==> src/hw/rtl/lcgd_pkg.sv <==
// ----------------------------------------------------------------------------
// LED colour gamma dimmer package
// Shared types, constants and elaboration-time tables of the gamma dimmer.
// ----------------------------------------------------------------------------
`default_nettype none

package lcgd_pkg;

  localparam int NUM_CH        = 5;
  localparam int CH_W          = 8;
  localparam int LVL_W         = 16;
  localparam int PCT_W         = 7;
  localparam int LQ_W          = 25;
  localparam int RES_W         = 5;
  localparam int DEF_MAX_DUTY_BITS = 16;
  localparam int CFG_IDX_W     = 2;
  localparam int CFG_DATA_W    = 8;
  localparam int IN_TDATA_W    = 48;
  localparam int OUT_TDATA_W   = 80;
  localparam int QUEUE_DEPTH   = 2;
  localparam logic [PCT_W-1:0] PCT_MAX = 7'd100;
  localparam logic [RES_W-1:0] RES_RESET = 5'd8;
  localparam int COOL_CH       = 3;

  typedef enum logic [CFG_IDX_W-1:0] {
    REG_OUTPUT_MODE     = 2'd0,
    REG_DUTY_RESOLUTION = 2'd1
  } reg_idx_t;

  typedef logic [LVL_W-1:0] gamma_rom_t [256];
  typedef logic [CH_W-1:0]  pixel_rom_t [256];
  typedef logic [LQ_W-1:0]  light_rom_t [101];

  typedef struct packed {
    logic [NUM_CH-1:0][LVL_W-1:0] gam;
    logic [NUM_CH-1:0][CH_W-1:0]  pix;
    logic [PCT_W-1:0]             pct;
    logic [LQ_W-1:0]              lq;
    logic [LVL_W-1:0]             fs;
    logic                         duty;
    logic                         zero;
  } item_t;

  typedef struct packed {
    logic full;
    logic empty;
    logic [1:0] count;
  } queue_stat_t;

  function automatic gamma_rom_t build_gamma();
    gamma_rom_t rom;
    logic [191:0] rhs;
    logic [191:0] lhs;
    int lo;
    int hi;
    int mid;
    for (int i = 0; i < 256; i++) begin
      rhs = 192'd32;
      for (int k = 0; k < 5; k++) rhs = rhs * 192'd257;
      for (int k = 0; k < 11; k++) rhs = rhs * 192'(i);
      lo = 0;
      hi = 65535;
      while (lo < hi) begin
        mid = (lo + hi + 1) / 2;
        lhs = 192'd1;
        for (int k = 0; k < 5; k++) lhs = lhs * 192'(2 * mid - 1);
        for (int k = 0; k < 6; k++) lhs = lhs * 192'd255;
        if (lhs <= rhs) lo = mid;
        else hi = mid - 1;
      end
      rom[i] = LVL_W'(lo);
    end
    return rom;
  endfunction

  function automatic pixel_rom_t build_pixel(gamma_rom_t g);
    pixel_rom_t rom;
    logic [31:0] v;
    for (int i = 0; i < 256; i++) begin
      v = (32'(g[i]) * 32'd255 + 32'd32767) / 32'd65535;
      rom[i] = CH_W'(v);
    end
    return rom;
  endfunction

  function automatic light_rom_t build_light();
    light_rom_t rom;
    logic [63:0] num;
    logic [63:0] v;
    localparam logic [63:0] Den = 64'd5920 * 64'd5920 * 64'd5920;
    for (int b = 0; b <= 100; b++) begin
      if (b <= 8) begin
        v = (64'd51 * 64'(b) * 64'd16777216 + 64'd23000) / 64'd46000;
      end else begin
        num = 64'd51 * 64'(b) + 64'd820;
        v = (num * num * num * 64'd16777216 + Den / 64'd2) / Den;
      end
      rom[b] = LQ_W'(v);
    end
    return rom;
  endfunction

  localparam gamma_rom_t GAMMA_ROM = build_gamma();
  localparam pixel_rom_t PIXEL_ROM = build_pixel(GAMMA_ROM);
  localparam light_rom_t LIGHT_ROM = build_light();

endpackage

`default_nettype wire

==> src/hw/rtl/lcgd_queue.sv <==
// ----------------------------------------------------------------------------
// LED colour gamma dimmer queue
// Two-entry queue between the front end and the scaling back end.
// ----------------------------------------------------------------------------
`default_nettype none

module lcgd_queue import lcgd_pkg::*; (
  input  wire logic  clk,
  input  wire logic  rst_n,
  input  wire logic  push,
  input  wire item_t push_item,
  input  wire logic  pop,
  output item_t      head,
  output queue_stat_t stat
);

  item_t mem [QUEUE_DEPTH];
  logic  wr_r;
  logic  wr_nxt;
  logic  rd_r;
  logic  rd_nxt;
  logic [1:0] count_r;
  logic [1:0] count_nxt;
  logic  do_pop;

  assign stat.count = count_r;
  assign stat.empty = (count_r == 2'd0);
  assign stat.full  = (count_r == 2'd2);
  assign do_pop     = pop && !stat.empty;
  assign head       = mem[rd_r];

  always_comb begin
    wr_nxt    = push ? !wr_r : wr_r;
    rd_nxt    = do_pop ? !rd_r : rd_r;
    count_nxt = count_r + 2'(push) - 2'(do_pop);
  end

  always_ff @(posedge clk) begin
    if (!rst_n) begin
      wr_r    <= 1'b0;
      rd_r    <= 1'b0;
      count_r <= 2'd0;
    end else begin
      wr_r    <= wr_nxt;
      rd_r    <= rd_nxt;
      count_r <= count_nxt;
    end
    if (push) begin
      mem[wr_r] <= push_item;
    end
  end

endmodule

`default_nettype wire

==> config.mk <==
export PLATFORM = sky130hd
export DESIGN_NAME = lcgd_queue
export DESIGN_NICKNAME = d
export VERILOG_FILES = /design/src/hw/rtl/lcgd_pkg.sv /design/src/hw/rtl/lcgd_queue.sv
export SDC_FILE = /design/constraint.sdc
export NUM_CORES = 1
export LEC_CHECK = 0
export BUFFER_PORTS_ARGS = -buffer_cell sky130_fd_sc_hd__buf_2
export CAP_MARGIN = 15
export CORE_MARGIN = 10
export CORE_UTILIZATION = 40
export DETAILED_ROUTE_END_ITERATION = 8
export PLACE_DENSITY_LB_ADDON = 0.15
export REMOVE_ABC_BUFFERS = 1
export SYNTH_ARGS = -nofsm -noshare
export SYNTH_HDL_FRONTEND = slang
export SYNTH_SLANG_ARGS = --single-unit
==> constraint.sdc <==
create_clock -name clk -period 23 [get_ports clk]
set_input_delay 1.15 -clock clk [delete_from_list [all_inputs] [get_ports clk]]
set_output_delay 1.15 -clock clk [all_outputs]
set_load 0.05 [all_outputs]
==> results of run 1 <==
-- per-layer routing --
layer  vias to the layer above  track usage, %  wire (um)
met5                         -               0         81
met4                        12            3.48        542
met3                        53            5.58       2700
met2                       223            22.7      14000
met1                      3156            16.7      11500
li1                       2959               -          -
-- report_power, final --
part | switching (mW) | leakage, nW | total (mW) | internal (mW)
Sequential | 0.0214 | 3.23 | 0.752 | 0.730
Clock | 0.225 | 0.540 | 0.546 | 0.321
Combinational | 0.352 | 2.45 | 0.514 | 0.162
-- cell families after synthesis --
| kind of cell | count (synthesis) | share of synthesized area [%] |
|---|---|---|
| fa+ha+maj | 2 | 0.194 |
| mux | 172 | 17.9 |
| xor+xnor | 1 | 0.174 |
| flops | 345 | 79.9 |
| simple gates | 9 | 0.397 |
| compound gates | 2 | 0.116 |
| buf+inv | 21 | 1.38 |
-- worst max-delay path: cells and delay by family (launching register included) --
kind	cells	cell delay, ns
buffers and inverters	2	1.16
flip-flops	1	0.86
multiplexers	1	0.42
-- area by class of cell --
type | instances | area, um^2 | share of cell area, %
diodes | 4 | 10.0 | 0.0619
clock buffers | 50 | 1020 | 6.29
clock inverters | 14 | 97.6 | 0.604
inverters | 2 | 7.51 | 0.0464
multi-input cells | 186 | 2430 | 15.1
flip-flops and latches | 345 | 10300 | 63.8
well taps | 402 | 503 | 3.11
repair buffers | 353 | 1780 | 11.0
-- through the flow --
stage	instance area [um^2]	std cells	util [%]	power, mW
finish	16200	1356	51.0	1.81
global route	16200	1353	50.9	1.88
CTS	16200	1352	50.9	1.84
detailed placement	15000	1288	47.4	1.29
global placement	15000	1288	47.4	1.28
floorplan	12700	533	-	1.21
-- registers in the layout, summed over array words and instances (netlist names), named ones only --
signal   cells
mem        340
count_r      2
rd_r         1
wr_r         1
-- cell usage after synthesis --
cell type / n / share of area, %
buf_2: 7 / 0.27
mux2i_1: 2 / 0.16
ha_1: 2 / 0.19
nand2_1: 1 / 0.029
o21a_1: 2 / 0.12
buf_6: 12 / 1.0
and2_1: 2 / 0.097
edfxtp_1: 340 / 79
xnor3_1: 1 / 0.17
nor2_1: 1 / 0.029
inv_1: 2 / 0.058
dfxtp_1: 5 / 0.78
nor2b_1: 4 / 0.19
mux2_4: 100 / 12
nand2b_1: 1 / 0.048
mux2_2: 70 / 6.1
-- worst min-delay path by stage --
stage | to | cells past startpoint
2_1_floorplan | flip-flop | 2
4_1_cts | flip-flop | 2
6_report | flip-flop | 2
3_3_place_gp | flip-flop | 2
5_1_grt | rd_r | 2
3_5_place_dp | flip-flop | 2
==> flow_summary_export.csv, run 1 <==
group,metric,value,unit
outcome,outcome,"finished clean",
floorplan,coreArea,0.0317,mm^2
worst_setup_path,crit_path_cell_trace,"buf_4, mux2_2, buf_2",
cells_and_area,nets,1101,
timing,tns,0,ns
timing,rsz0062_at_grt,"false",
timing,setup_viol,0,
floorplan,die_x,200,um
drt,ant_nets,0,
drt,viasPerCell,4.72,
timing,maxSlewHeadroom,22.8,%
clock_network,cts_tree,"built",
timing,tightest_slew,1.16,ns
power_and_ir_drop,irDropWorstVdd,0.0000921,V
clock_network,cts_resized,0,
global_route,grt_max_degree,75,
power_and_ir_drop,powerDensity,112,mW/mm^2
timing,setup_ws,18.79,ns
synth,synth.avg_cell_area,23.4,um^2
drt,vias,6403,
worst_setup_path,reg2reg_depth,2,
worst_setup_path,worst_setup_path_start_kind,"flip-flop",
global_route,grt_remaining_overflow,0,
worst_setup_path,cp.required,21.85,ns
synth,syn_area,0.0129,mm^2
worst_setup_path,cp_slowest_cell,"buf_4",
synth,seq_area_frac_synth,79.9,%
run,maxCapViolCount,0,
power_and_ir_drop,cellLeakagePower,6.22,nW
worst_hold_path,hold_start,"rd_r",
synth,yosys_warnings,0,
worst_setup_path,rr_endpoint,"mem[0][119]",
synth,synth-seq-cells,345,
worst_setup_path,reg2reg_slack,20.63,ns
worst_setup_path,r2r_start,"wr_r",
worst_setup_path,path_max_fanout,66,
synth,synth_cells,552,
clock_network,cts_made_buffers,37,
timing,clock.fmax,238,MHz
timing,hold_viol_final,0,
timing,post-route-period-util,18.3,%
clock_network,clock_latency,0.51,ns
place,pre_cts_slack,19.26,ns
place,gp_congestion,0.731,
timing,holdWs,0.472,ns
synth,synth.distinct_cells,16,
floorplan,die_area,0.0399,mm^2
drt,wl_per_cell,21.3,um
global_route,track_usage,13.9,%
worst_setup_path,cpPeakStageDelay,0.95,ns
clock_network,htree_levels,2,
worst_hold_path,hp-class,"reg -> reg",
place,port_buffers,347,
cells_and_area,drive_gt1_share,60.4,%
floorplan,floorplan.initialDensity,40.7,%
worst_setup_path,critical_path_arrival,3.06,ns
drt,drtPass1Iterations,4,
cells_and_area,layout_commonest_cell,"buf_2",
clock_network,cts-root-buf,"clkbuf_16",
clock_network,clk_pin_slew,0.06,ns
drt,drt_wl_total,28800,um
worst_setup_path,cp-endpoint,"head[51]",
worst_setup_path,endpoint_kind,"output port",
floorplan,dieHeight,200,um
cells_and_area,syn_to_final_growth,25.2,%
global_route,antenna_found_initial,10,
global_route,grt_pass1_wl,41800,um
timing,report.final.slew_viol_count,0,
clock_network,clock-sinks,345,
drt,drc_errors,0,
cells_and_area,final_cell_mix,"buf_2 (347), edfxtp_1 (340), mux2_4 (100), mux2_2 (70), clkbuf_16 (39)",
timing,fin_crit,4.21,ns
floorplan,io_pins,348,
worst_setup_path,critical_path_class,"reg -> out",
clock_network,cts_buffer_depth,3,
cells_and_area,fillers,2684,
clock_network,ctsHoldBuffers,0,
timing,skew,0.0201,ns
clock_network,post_cts_buffers,0,
place,hpwl,19900,um
floorplan,num_rows,65,
global_route,grt_pass1_vias,6913,
drt,drtIter0Drc,285,
Power figures use the tool's default switching activity.
==> run 2: changes to the inputs <==
==> constraint.sdc (replaced) <==
create_clock -name clk -period 4.15 [get_ports clk]
set_input_delay 0.2075 -clock clk [delete_from_list [all_inputs] [get_ports clk]]
set_output_delay 0.2075 -clock clk [all_outputs]
set_load 0.05 [all_outputs]
==> flow_summary_export.csv, run 2 (synthesis results as in run 1) <==
group,metric,value,unit
outcome,outcome,"finished clean",
clock_network,cts-root-buf,"clkbuf_16",
global_route,grt_pass1_vias,7708,
clock_network,post_cts_buffers,0,
cells_and_area,instances_no_fill,1532,
global_route,grt_pass1_wl,44300,um
drt,drc_errors,0,
worst_setup_path,critical_path_class,"reg -> out",
clock_network,clock-sinks,345,
timing,maxSlewHeadroom,33.7,%
global_route,track_usage,14.5,%
timing,hold_viol_final,0,
cells_and_area,syn_to_final_growth,39.2,%
power_and_ir_drop,powerDensity,567,mW/mm^2
floorplan,io_pins,348,
floorplan,coreArea,0.0317,mm^2
cells_and_area,nets,1274,
timing,setup_ws,1.59,ns
timing,tightest_slew,0.992,ns
floorplan,floorplan.initialDensity,40.7,%
place,place_area,0.0151,mm^2
place,gp_congestion,0.750,
cells_and_area,largest_reg_flops,340,
drt,vias,7033,
clock_network,htree_levels,2,
run,maxCapViolCount,0,
cells_and_area,seq_area,0.0103,mm^2
cells_and_area,drive_gt1_share,50.7,%
power_and_ir_drop,p_total,10.2,mW
cells_and_area,layout_commonest_cell,"buf_2",
cells_and_area,final_cell_mix,"buf_2 (347), edfxtp_1 (340), dlygate4sd3_1 (171), mux2_4 (100), mux2_2 (70)",
power_and_ir_drop,irDropWorstVdd,0.000398,V
global_route,grt_remaining_overflow,0,
drt,drt_wl_total,29900,um
power_and_ir_drop,cellLeakagePower,6.97,nW
timing,clock.fmax,390,MHz
drt,drtIter0Drc,317,
global_route,grt_max_degree,102,
worst_setup_path,endpoint_kind,"output port",
cells_and_area,fillers,2500,
worst_hold_path,hp-class,"in -> reg",
cells_and_area,top_regs,"mem (340), count_r (2)",
place,pre_cts_slack,2.07,ns
cells_and_area,postLayoutCellArea,0.0180,mm^2
place,hpwl,19700,um
timing,rsz0062_at_grt,"false",
timing,report.final.slew_viol_count,0,
clock_network,cts_tree,"built",
worst_setup_path,critical_path_arrival,2.36,ns
floorplan,die_area,0.0399,mm^2
global_route,antenna_found_initial,3,
place,port_buffers,347,
clock_network,cts_made_buffers,37,
worst_setup_path,crit_path_cell_trace,"buf_12, mux2_2, buf_2",
place,dp.cells,1290,
floorplan,die_x,200,um
worst_setup_path,path_max_fanout,63,
timing,fin_crit,2.56,ns
drt,drtPass1Iterations,4,
worst_setup_path,cpPeakStageDelay,0.68,ns
clock_network,cts_buffer_depth,3,
cells_and_area,largest-register,"mem",
timing,post-route-period-util,61.8,%
drt,ant_nets,0,
worst_setup_path,worst_setup_path_start_kind,"flip-flop",
worst_setup_path,cp_slowest_cell,"dfxtp_4",
floorplan,num_rows,65,
floorplan,dieHeight,200,um
timing,setup_viol,0,
drt,wl_per_cell,19.5,um
worst_setup_path,cp.required,3.94,ns
drt,viasPerCell,4.59,
cells_and_area,multi_input_area,0.00243,mm^2
clock_network,clock_latency,0.51,ns
clock_network,clk_pin_slew,0.06,ns
timing,skew,0.00498,ns
==> run 2: cell types whose count changed in the layout (fill, tap and decap cells not counted), sizes merged <==
cell         change
buf              +2
dlygate4sd3    +171
clkinvlp         -2
clkinv           +3
diode            -1
clkbuf           +3
==> run 2: critical path: cells and delay by family, from the launching register on <==
family	cells	cell delay [ns]
buffers and inverters	2	0.65
flip-flops	1	0.68
multiplexers	1	0.44
==> run 2: power breakdown <==
part           total (mW)  internal (mW)  switching (mW)  leakage, nW
clock                3.03           1.78            1.25        0.541
combinational        3.02           1.01            2.01         3.19
sequential           4.14           4.04          0.0941         3.23
==> run 2: worst paths after layout <==
check                 start         end  slack [ns]  depth (start not counted)
setup / recovery  flip-flop    head[47]        1.59                          3
hold reg to reg        rd_r   flip-flop        0.49                          2
hold / removal         push        wr_r        0.07                          3
setup reg to reg       wr_r  mem[0][27]        2.23                          2
==> run 2: layer usage <==
layer	global-route usage (%)	up-vias	share of wire [%]
li1	-	3308	-
met1	17.1	3449	39
met2	24.0	229	49
met3	5.52	47	9.1
met4	4.54	0	2.4
met5	0	-	0
==> run 2: stage by stage <==
step,TNS [ns],util [%],hold WS [ns]
finish,0,56.6,0.0674
global route,0,56.6,0.0782
CTS,0,56.6,0.0442
detailed placement,0,47.7,0.398
global placement,0,47.7,0.395
floorplan,-1244.49,-,0.306
==> run 2: what timing repair did <==
item | 4_1_cts | 5_1_grt
hold buffers | 171 | 0
gates resized for setup | 0 | 0
hold endpoints to repair | 343 | 0
endpoints found under the setup margin | 0 | 0
==> run 2: layout make-up <==
class / instances / share of cell area (%)
tap: 402 / 2.80
antenna: 3 / 0.0418
multi-input combinational: 186 / 13.5
clock buffer: 53 / 5.72
inverter: 2 / 0.0418
timing repair buffer: 526 / 19.9
clock inverter: 15 / 0.501
sequential: 345 / 57.4
==> run 3: changes to the inputs <==
==> constraint.sdc (replaced) <==
create_clock -name clk -period 2.5 [get_ports clk]
set_input_delay 0.125 -clock clk [delete_from_list [all_inputs] [get_ports clk]]
set_output_delay 0.125 -clock clk [all_outputs]
set_load 0.05 [all_outputs]
==> flow_summary_export.csv, run 3 (synthesis results as in run 1) <==
group,metric,value,unit
timing,fin_crit,2.25,ns
timing,skew,0.00974,ns
drt,viasPerCell,4.58,
global_route,grt_pass1_vias,7886,
cells_and_area,nets,1285,
cells_and_area,layout_commonest_cell,"buf_2",
outcome,outcome,"finished clean",
cells_and_area,largest_reg_flops,340,
cells_and_area,largest-register,"mem",
cells_and_area,fillers,2435,
place,dp.cells,1298,
clock_network,post_cts_buffers,0,
drt,drt_wl_total,30000,um
floorplan,coreArea,0.0317,mm^2
power_and_ir_drop,powerDensity,956,mW/mm^2
place,gp_congestion,0.724,
drt,drc_errors,0,
worst_setup_path,endpoint_kind,"output port",
floorplan,floorplan.initialDensity,40.7,%
clock_network,cts_resized,0,
timing,report.final.slew_viol_count,0,
floorplan,die_area,0.0399,mm^2
clock_network,cts_made_buffers,38,
floorplan,dieHeight,200,um
worst_setup_path,worst_setup_path_start_kind,"flip-flop",
power_and_ir_drop,irDropWorstVdd,0.000671,V
place,pre_cts_slack,0.761,ns
worst_setup_path,critical_path_arrival,2.12,ns
place,port_buffers,347,
global_route,grt-busiest-layer,"met2",
timing,hold_viol_final,0,
global_route,globalRouteMet1Util,18.0,%
floorplan,die_x,200,um
place,hpwl,20000,um
timing,setup_viol,0,
clock_network,htree_levels,2,
timing,post-route-period-util,89.9,%
drt,vias,7063,
timing,maxSlewHeadroom,62.2,%
worst_hold_path,hp-class,"in -> reg",
cells_and_area,multi_input_area,0.00243,mm^2
drt,wl_per_cell,19.5,um
timing,clock.fmax,445,MHz
floorplan,num_rows,65,
worst_setup_path,reg2reg_depth,4,
worst_setup_path,path_max_fanout,25,
clock_network,cts_tree,"built",
timing,tightest_slew,0.567,ns
timing,setup_ws,0.252,ns
clock_network,cts_buffer_depth,3,
clock_network,clock_latency,0.50,ns
cells_and_area,drive_gt1_share,51.9,%
global_route,track_usage,14.7,%
global_route,use_met2,24.9,%
worst_setup_path,cp.required,2.38,ns
run,maxCapViolCount,0,
cells_and_area,instances_no_fill,1542,
cells_and_area,top_regs,"mem (340), count_r (2)",
power_and_ir_drop,cellLeakagePower,7.09,nW
global_route,antenna_found_initial,2,
timing,rsz0062_at_grt,"false",
clock_network,clk_pin_slew,0.05,ns
clock_network,cts-root-buf,"clkbuf_16",
global_route,grt_max_degree,87,
floorplan,io_pins,348,
drt,ant_nets,0,
cells_and_area,final_cell_mix,"buf_2 (347), edfxtp_1 (340), dlygate4sd3_1 (173), mux2_4 (100), mux2_2 (70)",
drt,drtIter0Drc,214,
global_route,grt_pass1_wl,45300,um
worst_setup_path,critical_path_class,"reg -> out",
clock_network,clock-sinks,345,
drt,drtPass1Iterations,4,
global_route,grt_remaining_overflow,0,
global_route,use_met3,4.83,%
cells_and_area,seq_area,0.0103,mm^2
cells_and_area,syn_to_final_growth,40.9,%
worst_hold_path,whs_path_depth,3,
## run 3: layout make-up
class                   count  share of cell area [%]
flip-flops and latches    345                    56.7
repair buffers            536                    20.3
multi-input cells         186                    13.4
clock buffers              45                    5.72
well taps                 402                    2.76
clock inverters            24                    1.05
inverters                   2                  0.0413
diodes                      2                  0.0275
## run 3: report_power, final
part / total [mW] / internal [mW] / switching (mW)
Combinational: 5.15 / 1.76 / 3.40
Sequential: 6.84 / 6.71 / 0.132
Clock: 5.41 / 3.28 / 2.13
## run 3: worst max-delay path, stage by stage (launching register included)
cell and delay, ns:
dfxtp_4 0.54, buf_12 0.26, buf_4 0.23, mux2_2 0.35, buf_2 0.21
## run 3: final timing paths
kind         startpoint   endpoint  slack, ns
max           flip-flop   head[51]       0.25
min                 pop  flip-flop       0.04
max reg2reg        wr_r       wr_r       0.78
min reg2reg        rd_r  flip-flop       0.48
## run 3: timing repair
item | in CTS | in global routing
hold endpoints to repair | 345 | 0
setup endpoints to repair | 0 | 0
hold buffers | 173 | 0
## run 3: per-stage QoR
| step | util, % | cell area (um^2) | setup TNS (ns) | power (mW) | hold WS (ns) |
|---|---|---|---|---|---|
| CTS | 57.3 | 18200 | 0 | 17.6 | 0.00979 |
| finish | 57.4 | 18200 | 0 | 17.4 | 0.0354 |
| global route | 57.4 | 18200 | 0 | 18.1 | 0.0688 |
| detailed placement | 48.0 | 15200 | 0 | 12.0 | 0.316 |
| global placement | 48.0 | 15200 | 0 | 11.9 | 0.313 |
| floorplan | - | 12700 | -2073.62 | 10.5 | 0.224 |
## run 3: layer usage
metal  vias up  wire length, um
met3        40             2350
met4         0              455
met1      3464            12400
li1       3336                -
met5         -                0
met2       223            14800
